File: src/hdl/swm_pkg.sv
// shared types and constants of the sliding window maximum block
package swm_pkg;

  localparam int SMP_W     = 32;
  localparam int WIN_W     = 7;
  localparam int DEPTH_DEF = 64;
  localparam int CFG_AW    = 3;
  localparam int CFG_DW    = 32;

  // register index of the window length
  localparam logic [0:0] REG_WINDOW_SIZE = 1'b0;

  typedef struct packed {
    logic                    vld;
    logic signed [SMP_W-1:0] val;
  } cell_t;

  typedef enum logic [0:0] {
    ST_IDLE,
    ST_BUSY
  } state_t;

endpackage

File: src/hdl/swm_history.sv
// ring memory of recent samples with registered read
module swm_history #(
  parameter int DEPTH = swm_pkg::DEPTH_DEF,
  localparam int PTR_W = $clog2(DEPTH)
) (
  input  logic                              clk,
  input  logic                              wr_en,
  input  logic [PTR_W-1:0]                  wr_addr,
  input  logic signed [swm_pkg::SMP_W-1:0]  wr_data,
  input  logic                              rd_en,
  input  logic [PTR_W-1:0]                  rd_addr,
  output logic signed [swm_pkg::SMP_W-1:0]  rd_data
);
  import swm_pkg::*;

  logic signed [SMP_W-1:0] mem [DEPTH];
  logic signed [SMP_W-1:0] rd_data_r;

  always_ff @(posedge clk) begin
    if (wr_en) begin
      mem[wr_addr] <= wr_data;
    end
  end

  always_ff @(posedge clk) begin
    if (rd_en) begin
      rd_data_r <= mem[rd_addr];
    end
  end

  assign rd_data = rd_data_r;

endmodule

File: config.mk
export PLATFORM = sky130hd
export DESIGN_NAME = swm_history
export DESIGN_NICKNAME = d
export VERILOG_FILES = /design/src/hdl/swm_pkg.sv /design/src/hdl/swm_history.sv
export SDC_FILE = /design/constraint.sdc
export NUM_CORES = 2
export LEC_CHECK = 0
export BUFFER_PORTS_ARGS = -buffer_cell sky130_fd_sc_hd__buf_2
export CAP_MARGIN = 10
export CORE_MARGIN = 5
export CORE_UTILIZATION = 47
export DETAILED_ROUTE_END_ITERATION = 8
export PLACE_DENSITY = 0.73
export SLEW_MARGIN = 20
export SYNTH_ARGS = -nofsm -noshare
export SYNTH_HDL_FRONTEND = slang
export SYNTH_SLANG_ARGS = --single-unit
File: constraint.sdc
create_clock -name clk -period 3.3 [get_ports clk]
set_input_delay 0.165 -clock clk [delete_from_list [all_inputs] [get_ports clk]]
set_output_delay 0.165 -clock clk [all_outputs]
set_load 0.01 [all_outputs]
=== Word level (Yosys, flattened, before mapping) ===
Memories as Yosys holds them, arrays and structs flattened. A register that Yosys moved wholly into a read port is not among the register bits.
Cells that the tools add are included.

* Add/sub/neg operators: 0
* Multipliers: 0
* Divide/modulo/power cells: 0
* $lt $le $gt $ge: 0
* Equal/unequal tests: 0
* Shifts and indexed selects: 0
* Multiplexer cells: 2
* Bitwise operators: 0
* Reductions and logical operators: 0

{| class="wikitable"
|+ Operators with widths
! cell !! count
|-
| $mux 1 || 2
|}

* Register bits after elaboration: 0
* Bits in latches: 0
* Bits in writable memories: 2048
* ROM bits: 0
* Bits of input ports: 47
* Output and inout bits: 32
* Word-level logic and storage cells: 3
* Memories kept: 1

{| class="wikitable"
|+ Memory list
! memory !! depth !! width !! rd ports !! clocked after Yosys merged registers in !! wr ports !! line !! RTL
|-
| mem || 64 || 32 || 1 || 1 || 1 || swm_history.sv:16 || <nowiki>logic signed [SMP_W-1:0] mem [DEPTH];</nowiki>
|}

=== Depth between registers and ports, before layout ===
* Depth after elaboration: 2
* Depth in mapped cells: 10

=== Worst setup path before layout ===
Ideal clock, no wire load.

* Path kind: input to register
* Start point: input port wr_addr[3]
* End point: memory mem[48][0] (enable)
* Setup time: 461 ps
* Data arrival time: 2864 ps
* Path slack: -25 ps
* Stages: 4
* Buffers on the path: 1
* Cell sequence: clkbuf_1 -> nor2b_1 -> nand4b_1 -> nor3_1

{| class="wikitable"
|+ RTL lines
! element !! line !! RTL
|-
| start, declared || swm_history.sv:8 || <nowiki>input logic [PTR_W-1:0] wr_addr,</nowiki>
|-
| end, declared || swm_history.sv:16 ||
|}

No word-level cell before the write port.

==> metrics list <==
- Number of DRC violations after detailed-routing iteration 0: approximately 5700
- Number of nets in the layout: around 3700
* Maximum ir drop on the vdd rail: around 0.00045 V
- Proportion of synthesized area in mux cells: 0.167
- Of the total synthesized cell area, the portion taken by XOR and XNOR cells is 0.
- In the final layout, the share of cells above drive strength 1 is 0.315.
- Layout fillers: roughly 12000
* Critical Path Sink Type: flop
- Arr. time, crit path: roughly 3.1 ns
* Commonest non-fill, non-tap cell in the layout: sky130_fd_sc_hd__edfxtp_1
- Max-slew headroom: 0.254
* Drt total wl: a little over 200000 um
- Final estimated routing congestion in global placement: ~0.86
- The final count of pins violating max slew was 0.
* Ratio of final minimum period to clock period: 0.768
- At the pin with the least slew margin, the transition time is 1.12 ns.
* Register area: 62500 sq um
* Sequential element share of the synthesized area: 0.792
- Post-detailed-route count of antenna-violating nets: 0
- Std-Cell Rows: 150
* Global router's overall resource usage: 0.234
* Result of the run: finished, final reports clean
* Internal portion of total power: 42.9 mW
- The floorplan step defined a die boundary enclosing 176000 sq um.
- By area, the combinational part of the netlist is dominated by multiplexers.
* Combinational power share: 0.054
- Cells taking the most area after synthesis: sky130_fd_sc_hd__edfxtp_1 79%, sky130_fd_sc_hd__mux4_2 16%, sky130_fd_sc_hd__mux2i_1 1.2%
- PD cells: roughly 600 nW/um^2
* Number of buffers inserted by port buffering: 78
* Detailed-placement wirelength estimate: ~110000 um
- Final hold vios: 0
* Max capacitance violation total: 0
* Vias post-DR: around 38000
- In the routed layout, each cell is associated on average with a via count of approximately 6.4.
- At the placement stage, the worst setup path has a slack of -0.0171 ns.
- Flop2flop setup slack: ~0.77 ns
- Element type at the critical path start: flop
- The number of antenna violations at the first check in global routing is 28.
* Net count of the mapped netlist: ~3400
- The cell count after synthesis came out at ~3300.
* Post-synthesis instance area: a little under 80000 sq um
- In this run, synthesis produced a sequential element count of 2080.
- Pin count of the biggest net entering global routing: 65
- Most frequent cells in the layout: 2080 x sky130_fd_sc_hd__edfxtp_1, 544 x sky130_fd_sc_hd__mux4_2, 210 x sky130_fd_sc_hd__buf_4
* RSZ-0062 raised after global routing: false
* Power Total: roughly 54 mW
* Yosys warning count: 0
* Y dimension of the die: roughly 420 um
- The cell sitting at the root of the clock tree is a sky130_fd_sc_hd__clkbuf_16.
- Vias in the first global route: around 38000
- Clock Sink Count: about 2100
* Clock tree skew after final layout: 0.0308 ns
- Required time of the worst setup path: about 3.8 ns
* Fraction of power consumed by sequential logic: 0.542
- Post-Synth Adder-Cell Area: 0
* Clock group share of total power: 0.404
- Counting along the longest clock path gives a buffer depth of 3.
- Cell leakage power: between 20 and 30 nW
- The share of synthesized area in the top cell type comes to 0.792.
- The analysis attributes to net switching a power of about 11 mW.
* Post-synthesis average cell area: 23.7 sq um
- TritonCTS clock tree: built
- From synthesis to final layout, the design area changed by 14.5%.
- The floorplan step defined a core boundary enclosing between 150000 and 200000 sq um.
* Fmax achieved: ~400 MHz
* Wire length of the first global-routing pass: 289000 um
* Switching Share: 0.208
* Clock transition time at the flip-flop clock pins of the worst setup and hold paths: around 0.07 ns
* Area taken by multi-input logic gates: ~16000 sq um
* Synth Area in Compound Gates: 0.0167
- In this run the worst path has a maximum fanout of 1.
- Of the total synthesized cell area, the portion taken by AND, OR, NAND and NOR gates is 0.0126.
- Detailed-route DRC error count: 0
- Biggest area consumer among synthesized cells: sky130_fd_sc_hd__edfxtp_1
- Pre-antenna DRT Iters: 5
- Hold Crit Class: in -> reg
* Die span in x: between 400 and 500 um
- Setup violations, final: 0
- Top-level port count: 79
- Summed over all layers, the global routing overflow is 0.
* Final WS setup: between 0.7 and 0.8 ns
* Number of different library cells in the post-synthesis netlist: 33
- Num CTS Buffers: about 190
* Crit path time final: between 2 and 3 ns
- The worst setup path is of the reg -> reg kind.
- Wire length per cell: 33.7 um
* Effective utilization at floorplan: 0.472
- Insertion delay to the later sink of the worst-skew pair: approximately 0.82 ns
* H-tree levels: 4
[what timing repair did]
item,4_1_cts,5_1_grt
resized for setup,0,0
setup buffers,0,0
hold endpoints to repair,264,322
hold buffers,12,6
[power groups by stage]
stage	Sequential (mW)	Combinational, mW	Clock, mW
detailed placement	30.0	2.87	0
global route	29.4	3.06	23.3
finish	29.4	2.93	21.9
floorplan	29.9	1.42	0
CTS	29.4	2.91	22.1
global placement	30.0	2.82	0
[critical path: stages, from the launching register on]
cell                       delay [ns]
sky130_fd_sc_hd__edfxtp_1        0.38
sky130_fd_sc_hd__mux4_2          0.48
sky130_fd_sc_hd__mux4_2          0.56
sky130_fd_sc_hd__o22ai_1         0.72
sky130_fd_sc_hd__nor2_1          0.12
[worst paths after layout]
kind / start / endpoint / cells past startpoint
setup / recovery: mem[63][14] / rd_data[14] / 4
hold / removal: wr_data[0] / mem[38][0] / 1
setup reg to reg: mem[63][14] / rd_data[14] / 4
hold reg to reg: mem[12][20] / rd_data[20] / 4
[kinds of logic (layout without fill, tap and decap cells)]
logic type,count (synthesis),in the layout
AND/OR/NAND/NOR,223,223
buffers and inverters,182,683
flip-flops,2080,2080
other,0,17
multiplexers,637,637
AO/OA/AOI/OAI,202,202
[routing by layer]
layer / global-route usage / up-vias / wire length, um
met3: 0.0520 / 424 / 24300
met5: 0 / - / 46
met1: 0.319 / 20200 / 72400
met4: 0.106 / 8 / 10300
met2: 0.366 / 2740 / 96700
li1: - / 15000 / -
[synth_stat cells]
cell type,count
sky130_fd_sc_hd__and3_1,4
sky130_fd_sc_hd__buf_4,25
sky130_fd_sc_hd__or2_1,1
sky130_fd_sc_hd__nor3_1,7
sky130_fd_sc_hd__nor2b_1,15
sky130_fd_sc_hd__edfxtp_1,2080
sky130_fd_sc_hd__mux4_2,544
sky130_fd_sc_hd__a41o_1,4
sky130_fd_sc_hd__nand2b_1,8
sky130_fd_sc_hd__or3_1,3
sky130_fd_sc_hd__nand3b_1,5
sky130_fd_sc_hd__and2_1,2
sky130_fd_sc_hd__nand4b_1,1
sky130_fd_sc_hd__a31oi_1,1
sky130_fd_sc_hd__or3b_2,3
sky130_fd_sc_hd__nor2_1,137
sky130_fd_sc_hd__nand2_1,26
sky130_fd_sc_hd__or2_2,1
sky130_fd_sc_hd__a311oi_1,8
sky130_fd_sc_hd__buf_1,21
sky130_fd_sc_hd__buf_2,57
sky130_fd_sc_hd__a22oi_1,12
sky130_fd_sc_hd__o221ai_1,27
sky130_fd_sc_hd__a21oi_1,62
sky130_fd_sc_hd__or3b_1,2
sky130_fd_sc_hd__clkbuf_1,74
sky130_fd_sc_hd__or2_0,1
sky130_fd_sc_hd__o22ai_1,84
sky130_fd_sc_hd__o32ai_1,4
sky130_fd_sc_hd__nand4_1,2
sky130_fd_sc_hd__nand3_1,5
sky130_fd_sc_hd__buf_6,5
sky130_fd_sc_hd__mux2i_1,93
[flip-flops by register name, summed over array words and instances (netlist names)]
| name | count |
|---|---|
| mem | 2048 |
| rd_data | 32 |
[final cells by class]
type,count,area share
antenna,17,0.000471
multi-input combinational,1062,0.177
timing repair buffer,337,0.0321
tap,2204,0.0305
clock buffer,237,0.0558
sequential,2080,0.692
clock inverter,109,0.0124
[stage by stage]
| stage | area (sq um) | setup TNS, ns | instances | utilization | hold slack, ns |
|---|---|---|---|---|---|
| 3_5_place_dp | 83900 | -0.0171 | 5665 | 0.502 | 0.596 |
| 4_1_cts | 90200 | 0 | 6023 | 0.540 | 0.00544 |
| 6_report | 90300 | 0 | 6046 | 0.541 | 0.0464 |
| 2_1_floorplan | 78800 | 0 | 3324 | - | 0.264 |
| 5_1_grt | 90300 | 0 | 6039 | 0.540 | 0.0592 |
| 3_3_place_gp | 83900 | 0 | 5665 | 0.502 | 0.609 |
(Power assumes the default switching activity.)
