`src/hdl/swm_pkg.sv`:
```
// shared types and constants of the sliding window maximum block
package swm_pkg;

  localparam int SMP_W     = 32;
  localparam int WIN_W     = 7;
  localparam int DEPTH_DEF = 64;
  localparam int CFG_AW    = 3;
  localparam int CFG_DW    = 32;

  // register index of the window length
  localparam logic [0:0] REG_WINDOW_SIZE = 1'b0;

  typedef struct packed {
    logic                    vld;
    logic signed [SMP_W-1:0] val;
  } cell_t;

  typedef enum logic [0:0] {
    ST_IDLE,
    ST_BUSY
  } state_t;

endpackage

```
`src/hdl/swm_cell.sv`:
```
// one deque cell: holds one candidate maximum and takes data from its neighbors
module swm_cell (
  input  logic                              clk,
  input  logic                              rst_n,
  input  logic                              step,
  input  logic                              clear,
  input  logic                              evict,
  input  logic                              full,
  input  logic                              prev_keep,
  input  logic signed [swm_pkg::SMP_W-1:0]  smp,
  input  swm_pkg::cell_t                    nb1,
  input  swm_pkg::cell_t                    nb_a,
  output swm_pkg::cell_t                    cur,
  output swm_pkg::cell_t                    a_out,
  output logic                              keep,
  output swm_pkg::cell_t                    nxt
);
  import swm_pkg::*;

  cell_t cell_r;
  cell_t cell_nxt;
  cell_t after_ev;

  always_comb begin
    after_ev = evict ? nb1 : cell_r;
    keep     = after_ev.vld && !(smp > after_ev.val);
    if (full) begin
      // deque stays at full depth: everything moves one more toward the front
      cell_nxt = nb_a;
    end else if (keep) begin
      cell_nxt = after_ev;
    end else if (prev_keep) begin
      cell_nxt.vld = 1'b1;
      cell_nxt.val = smp;
    end else begin
      cell_nxt.vld = 1'b0;
      cell_nxt.val = after_ev.val;
    end
  end

  always_ff @(posedge clk) begin
    if (!rst_n) begin
      cell_r.vld <= 1'b0;
    end else if (clear) begin
      cell_r.vld <= 1'b0;
    end else if (step) begin
      cell_r <= cell_nxt;
    end
  end

  assign cur   = cell_r;
  assign a_out = after_ev;
  assign nxt   = cell_nxt;

endmodule

```
`config.mk`:
```
export PLATFORM = sky130hd
export DESIGN_NAME = swm_cell
export DESIGN_NICKNAME = d
export VERILOG_FILES = /design/src/hdl/swm_pkg.sv /design/src/hdl/swm_cell.sv
export SDC_FILE = /design/constraint.sdc
export NUM_CORES = 1
export LEC_CHECK = 0
export ABC_CLOCK_PERIOD_IN_PS = 6500
export BUFFER_PORTS_ARGS = -buffer_cell sky130_fd_sc_hd__buf_2
export CORE_ASPECT_RATIO = 1.2
export CORE_MARGIN = 1.5
export CORE_UTILIZATION = 45
export CTS_CLUSTER_SIZE = 24
export DETAILED_ROUTE_END_ITERATION = 8
export GPL_TIMING_DRIVEN = 0
export PLACE_DENSITY_LB_ADDON = 0.3
export SLEW_MARGIN = 10
export SYNTH_ARGS = -nofsm -noshare
export SYNTH_HDL_FRONTEND = slang
export SYNTH_SLANG_ARGS = --single-unit
```
`constraint.sdc`:
```
create_clock -name clk -period 6.5 [get_ports clk]
set_input_delay 0.65 -clock clk [delete_from_list [all_inputs] [get_ports clk]]
set_output_delay 0.65 -clock clk [all_outputs]
set_load 0.01 [all_outputs]
```
After elaboration in Yosys (flattened, before gate mapping)
Index checks and enable logic that the tools add are counted.
{"block": "op_classes", "magnitude_cmp": 1, "mux": 4, "bitwise_logic": 2, "reduce_logical": 4}
{"op": "33-bit 2-to-1 mux", "count": 4}
{"op": "32-bit greater-than comparator", "count": 1}
{"op": "3-bit AND reduction", "count": 1}
{"op": "1-bit NOT", "count": 2}
{"op": "2-bit OR reduction", "count": 1}
{"op": "1-bit logical AND", "count": 1}
{"op": "1-bit logical NOT", "count": 1}
{"block": "totals", "elab_cells": 13, "in_bits": 105, "out_inout_bits": 100, "ff_bits": 33}

Longest topological paths before layout
Gate-level depths: netlist of the first run.
{"block": "logic_depth", "ltp_word": 6, "depth_mapped": 12, "ltp_nobuf": 9}

Least setup slack after synthesis of the first run
Ideal clock, no wire load.
{"block": "synth_timing", "kind": "input -> output", "start": "in evict", "end": "out nxt[10] (netlist bit)", "n_path_buf": 3, "required_ns": 5.850, "arrival_time_ns": 3.643, "slack_ns": 2.207, "path_stages": 12, "cell_sequence": "clkbuf_1 > buf_1 > mux2i_1 > ha_1 > a21o_1 > a221o_1 > a22oi_1 > nand4b_1 > o221ai_4 > buf_8 > mux2i_1 > a211o_1"}
{"item": "start, declared", "line_no": "swm_cell.sv:7", "text": "input logic evict,"}
{"item": "end, declared", "line_no": "swm_cell.sv:16", "text": "output swm_pkg::cell_t nxt"}

==> results.json, run 1 <==
{
  "synthAdderAreaFrac_pct": 11.7,
  "register_area_um2": 981,
  "r2r_cells": 10,
  "syn_avg_cell_area_um2": 8.91,
  "routed-wl-met2_mm": 5.67,
  "crit_path_start_kind": "input pin",
  "path_clk_slew_ns": 0.08,
  "cts_setup_buffers": 0,
  "worst_pin_slew_ns": 0.835,
  "ys_seq_elements": 33,
  "synth_nets": 520,
  "synth_top_family_by_area": "compound AO/OA/AOI/OAI gates",
  "worstPathRequired_ns": 5.85,
  "path_class": "in2out",
  "netlist_area_mm2": 0.00341,
  "synth_edf_count": 32,
  "fin_setup_tns_ns": 0,
  "final_cells": 685,
  "ir_drop_mv": 0.102,
  "clockBufferDepth": 2,
  "dp.cells": 677,
  "wl_met3_um": 807,
  "p_per_area_mw_per_mm2": 156,
  "maxCapViolCount": 0,
  "slew_violations": 0,
  "multiInputGateArea_mm2": 0.00217,
  "grt_setup_unrepaired": "false",
  "fin_crit_sh_pct": 79.7,
  "insertion_delay_ns": 0.28,
  "largest_reg_flops": 33,
  "yosys.area.top_type": "edfxtp_1",
  "port_buffers": 203,
  "final_nets": 731,
  "netlist.area_leader.share_pct": 28.2,
  "fin_util_pct": 63.6,
  "grt_pass1_vias": 3730,
  "fin_ws_ns": 1.32,
  "yosys-top-cells-area": "edfxtp_1 28%, mux2i_1 18%, ha_1 12%, nand2_1 8.3%, a211o_1 8.2%",
  "ctsHoldBuffers": 0,
  "drt-total-wl_mm": 11.1,
  "cts_tree": "built",
  "ant_nets": 0,
  "start_util_pct": 46.6,
  "clkSinkCount": 33,
  "synth_xor_area_share_pct": 0,
  "crit_start": "evict",
  "root_buffer": "clkbuf_8",
  "cts_resized": 0,
  "ys.flop_type": "edfxtp_1",
  "ys_types": 35,
  "dpl_cell_area_mm2": 0.00457,
  "routed.top_layer": "met4",
  "rows": 34,
  "slew-limit-headroom_pct": 44.3,
  "via_per_inst": 5.52,
  "drc": 0,
  "drive_gt1_share_pct": 37.0,
  "nFillCells": 646,
  "overflow": 0,
  "drt_iter0_markers": 120,
  "preCtsSetupSlack_ns": 1.29,
  "syn_to_final_growth_pct": 36.5,
  "endpoint_kind": "output port",
  "r2r_start": "cur[14]$_DFFE_PP_",
  "r2r_setup_slack_ns": 3.25,
  "hpwlAfterDp_mm": 8.80,
  "gr-usage-all-layers_pct": 26.7,
  "yosys.area_share.simple_pct": 12.9,
  "grt_pass1_wl_mm": 17.0,
  "power.leakage_nw": 2.48,
  "synthMuxAreaShare_pct": 19.1,
  "grt_max_degree": 18,
  "routedWlPerCell_um": 16.3,
  "htreeDepth": 2,
  "ioPinCount": 205,
  "fin_skew_ns": 0.00421,
  "fin_crit_ns": 5.18,
  "antenna_found_initial": 0,
  "dieWidth_um": 82.5,
  "vias": 3783,
  "total_power_uw": 728,
  "design_area_mm2": 0.00466,
  "yosysSeqAreaShare_pct": 28.8,
  "dieArea_mm2": 0.00811,
  "core_mm2": 0.00732,
  "first_pass_iters": 5,
  "holdWs_ns": 0.594,
  "setup_viol": 0,
  "endpoint": "nxt[17]",
  "antenna-diode-count": 0,
  "gp_congestion": 0.810,
  "status": "finished clean",
  "hp-class": "reg2reg",
  "fmax_mhz": 193,
  "min_from": "cur[32]$_SDFFE_PP0P_",
  "netlist_instances": 383,
  "r2r-end": "cur[17]$_DFFE_PP_",
  "crit_fanout": 10,
  "wl_met1_mm": 4.47,
  "synth_compound_gate_area_share_pct": 19.6,
  "synthArstFlopShare_pct": 0,
  "critPathArrivalTime_ns": 4.53,
  "yosys_warnings": 0,
  "hold_viol": 0,
  "cts_buffers": 5,
  "die_h_um": 98.4
}
## kinds of logic (layout without fill, tap and decap cells)
kind of cell	Yosys count	in the layout
and+or+nand+nor	99	99
buffers and inverters	62	274
muxes	65	65
AOI/OAI and AO/OA	92	92
adders and majority gates	32	32
DFF	33	33
## where the power goes
| group | internal, mW | switching, mW |
|---|---|---|
| Clock | 0.0723 | 0.0841 |
| Combinational | 0.144 | 0.176 |
| Sequential | 0.247 | 0.00373 |
| Total | 0.464 | 0.264 |
## cells in the final DEF (no fill, tap or decap), types with 2 or more instances in the layout
| master | Yosys | layout |
|---|---|---|
| a211o_1 | 32 | 32 |
| a21o_1 | 3 | 3 |
| a21oi_1 | 12 | 12 |
| a22oi_1 | 2 | 2 |
| buf_1 | 3 | 3 |
| buf_2 | 0 | 203 |
| buf_8 | 3 | 3 |
| clkbuf_1 | 20 | 20 |
| clkbuf_8 | 0 | 5 |
| clkinv_1 | 0 | 2 |
| edfxtp_1 | 32 | 32 |
| ha_1 | 32 | 32 |
| inv_1 | 36 | 36 |
| mux2_2 | 2 | 2 |
| mux2i_1 | 63 | 63 |
| nand2_1 | 75 | 75 |
| nand4_1 | 5 | 5 |
| nor2_1 | 4 | 3 |
| nor2b_1 | 4 | 4 |
| o21ai_0 | 6 | 6 |
| o22ai_1 | 32 | 32 |
## metal layers
layer  vias up  track usage, %
met3        18            4.39
li1       1844               -
met4         0            8.34
met5         -               0
met1      1748            31.1
met2       173            48.2
## worst max-delay path: stages
cell and delay, ns:
clkbuf_1 0.27, buf_1 0.68, mux2i_1 0.25, ha_1 0.38, nand4_1 0.18, nor4_1 0.48
o21ai_0 0.22, a31oi_1 0.36, o221ai_4 0.24, buf_8 0.22, mux2i_1 0.12, a211o_1 0.30
buf_2 0.15
## cell type report
cell class / count / area share, %
Multi-Input combinational cell: 288 / 46.6
Sequential cell: 33 / 21.1
Tap cell: 90 / 2.42
Timing Repair Buffer: 204 / 22.4
Inverter: 36 / 2.90
Buffer: 26 / 2.82
Clock buffer: 5 / 1.48
Clock inverter: 3 / 0.269
## synthesized netlist by cell type, drive strengths merged, types with 5 or more instances
| cell type | number |
|---|---|
| ha | 32 |
| inv | 36 |
| clkbuf | 20 |
| a21oi | 12 |
| o22ai | 32 |
| buf | 6 |
| nand2 | 75 |
| edfxtp | 32 |
| o21ai | 6 |
| mux2i | 63 |
| a211o | 32 |
| nand4 | 5 |
## worst min-delay path by stage
stage	to	slack, ns	cells past startpoint
finish	cur[32]$_SDFFE_PP0P_	0.59	2
global route	cur[32]$_SDFFE_PP0P_	0.62	2
CTS	cur[32]$_SDFFE_PP0P_	0.59	2
detailed placement	cur[32]$_SDFFE_PP0P_	0.58	2
global placement	cur[32]$_SDFFE_PP0P_	0.56	2
floorplan	cur[32]$_SDFFE_PP0P_	0.59	2
Note: power is estimated with default switching activity, not from simulation.
==> inputs of run 2 (changes only) <==
- ABC_AREA: not set -> 1
- ABC_CLOCK_PERIOD_IN_PS: 6500 -> 4800
- clock period: 6.5 -> 4.8 ns (I/O delays scaled with it)
==> run 2 against run 1 <==
Compared with the run above: cell area increased by 3.9%; core utilization down 0.87 points; wire length rose by 8.2%; die area rose by 5.2%; first-iteration DRC count up 42%; largest power group unchanged.
==> results.json, run 2 <==
{
  "status": "finished clean",
  "antenna-diode-count": 0,
  "min_path_cells": 2,
  "power.leakage_nw": 2.85,
  "r2r_start": "cur[15]$_DFFE_PP_",
  "p_seq_share_pct": 33.0,
  "grt_pass1_wl_mm": 18.4,
  "gp_congestion": 0.823,
  "hp-class": "in2reg",
  "ys_types": 30,
  "synth_edf_count": 32,
  "clkSinkCount": 33,
  "yosys-top-cells-area": "nand2_1 27%, edfxtp_1 27%, ha_1 11%, o21ai_0 9.0%, inv_1 6.8%",
  "ctsHoldBuffers": 0,
  "r2r-end": "cur[14]$_DFFE_PP_",
  "yosys.area.top_type": "nand2_1",
  "endpoint_kind": "output port",
  "ir_drop_mv": 0.170,
  "dieArea_mm2": 0.00854,
  "slew-limit-headroom_pct": 60.8,
  "clockBufferDepth": 2,
  "ys_seq_elements": 33,
  "fin_ws_ns": 0.941,
  "hold_end": "cur[32]$_SDFFE_PP0P_",
  "fin_crit_sh_pct": 80.4,
  "critPathArrivalTime_ns": 3.38,
  "path_class": "in2out",
  "die_h_um": 101,
  "r2r_cells": 15,
  "yosysSeqAreaShare_pct": 27.3,
  "largest_reg_flops": 33,
  "rows": 35,
  "port_buffers": 201,
  "overflow": 0,
  "first_pass_iters": 5,
  "mostFrequentLayoutCells": "258 x nand2_1, 208 x buf_2, 65 x inv_1, 65 x o21ai_0, 33 x nand3_1",
  "slew_violations": 0,
  "crit_fanout": 10,
  "layout_commonest_cell": "nand2_1",
  "drive_gt1_share_pct": 31.7,
  "netlist_area_mm2": 0.00359,
  "fin_skew_ns": 0.00539,
  "grt_setup_unrepaired": "false",
  "cts_tree": "built",
  "syn_to_final_growth_pct": 34.6,
  "hpwlAfterDp_mm": 9.52,
  "final_nets": 921,
  "cts_resized": 0,
  "ant_nets": 0,
  "min_from": "step",
  "drt-total-wl_mm": 12.0,
  "fmax_mhz": 259,
  "drt_iter0_markers": 170,
  "start_util_pct": 46.6,
  "swShare_pct": 38.8,
  "ys.flop_type": "edfxtp_1",
  "cts_buffers": 5,
  "htreeDepth": 2,
  "netlist.area_leader.share_pct": 26.9,
  "gr-usage-all-layers_pct": 26.7,
  "pwr-share-comb_pct": 44.1,
  "netlist_instances": 573,
  "synth_nets": 710,
  "vias": 4412,
  "yosys_warnings": 0,
  "dieWidth_um": 84.6,
  "path_clk_slew_ns": 0.07,
  "synthArstFlopShare_pct": 0,
  "power_switching_uw": 397,
  "maxCapViolCount": 0,
  "grt_pass1_vias": 4051,
  "routedWlPerCell_um": 13.7,
  "fin_crit_ns": 3.86,
  "synthTopCellsByCount": "258 x nand2_1, 65 x inv_1, 65 x o21ai_0",
  "core_mm2": 0.00771,
  "syn_avg_cell_area_um2": 6.27,
  "design_area_mm2": 0.00484,
  "drc": 0,
  "nFillCells": 762,
  "p_clk_share_pct": 22.9,
  "p_int_uw": 628,
  "root_buffer": "clkbuf_8",
  "worstPathRequired_ns": 4.32,
  "antenna_found_initial": 0,
  "crit_path_start_kind": "input pin",
  "yosysMostFrequentCell": "nand2_1",
  "r2r_setup_slack_ns": 2.03,
  "insertion_delay_ns": 0.29,
  "ioPinCount": 205,
  "hold_viol": 0,
  "preCtsSetupSlack_ns": 0.985,
  "via_per_inst": 5.03,
  "worst_pin_slew_ns": 0.585,
  "cts_setup_buffers": 0,
  "setup_viol": 0,
  "grt_max_degree": 11,
  "dpl_cell_area_mm2": 0.00475,
  "p_per_area_mw_per_mm2": 212,
  "crit_start": "evict"
}
run 2: cell type report:
type                    count  area, µm²  share of cell area (%)
repair buffers            204       1030                    21.3
inverters                  77        289                    5.98
clock buffers               8       90.1                    1.86
well taps                  92        115                    2.38
flip-flops and latches     33        981                    20.3
plain buffers              30        173                    3.57
multi-input cells         433       2160                    44.6
run 2: worst max-delay path by stage:
stage | end | depth (start not counted)
after floorplan | cur[0]$_DFFE_PP_ | 2
after global placement | cur[15]$_DFFE_PP_ | 3
after detailed placement | nxt[14] | 17
after CTS | nxt[14] | 17
after global routing | nxt[17] | 17
final | nxt[14] | 18
run 2: power by group through the flow:
stage / combinational [mW] / clock, mW / sequential, mW
finish: 0.452 / 0.234 / 0.338
global route: 0.504 / 0.247 / 0.339
CTS: 0.451 / 0.240 / 0.338
detailed placement: 0.448 / 0 / 0.345
global placement: 0.436 / 0 / 0.345
floorplan: 0.273 / 0 / 0.350
run 2: logic make-up (layout without fill, tap and decap cells):
family / Yosys count / after routing / share of synthesized area (%)
AND/OR/NAND/NOR: 315 / 315 / 35.9
multiplexers: 3 / 3 / 0.940
adder cells (fa/ha/maj): 32 / 32 / 11.1
buffers and inverters: 107 / 319 / 12.8
AO/OA/AOI/OAI: 83 / 83 / 11.9
flip-flops: 33 / 33 / 27.3
run 2: per-layer routing:
layer / track usage, % / up-vias / routed length [µm] / share of wire [%]
met5: 0 / - / 0 / 0
met4: 7.32 / 0 / 240 / 2.0
met3: 5.32 / 26 / 927 / 7.7
met2: 48.4 / 197 / 6110 / 51
met1: 32.2 / 1950 / 4780 / 40
li1: - / 2239 / - / -
run 2: metrics by stage:
stage                     utilization [%]  hold slack (ns)  total power [mW]  setup TNS [ns]  cells
after detailed placement             61.6            0.611             0.792               0    869
after floorplan                         -            0.564             0.622               0    573
after global routing                 62.8            0.399              1.09               0    877
after global placement               61.2            0.538             0.781          -0.865    866
final                                62.8            0.400              1.02               0    877
after CTS                            62.8            0.393              1.03               0    877
run 2: critical path: stages:
cell and delay (ns):
buf_2 0.22, buf_1 0.45, nand2_1 0.09, o21ai_0 0.20
ha_1 0.34, a21oi_1 0.14, o21ai_0 0.10, a21oi_1 0.19
nand2_1 0.10, nand2_2 0.09, nand3_2 0.08, nand3_4 0.16
clkbuf_4 0.24, nand3_1 0.10, nand2_1 0.10, nand2_1 0.06
nand2_1 0.09, buf_2 0.14
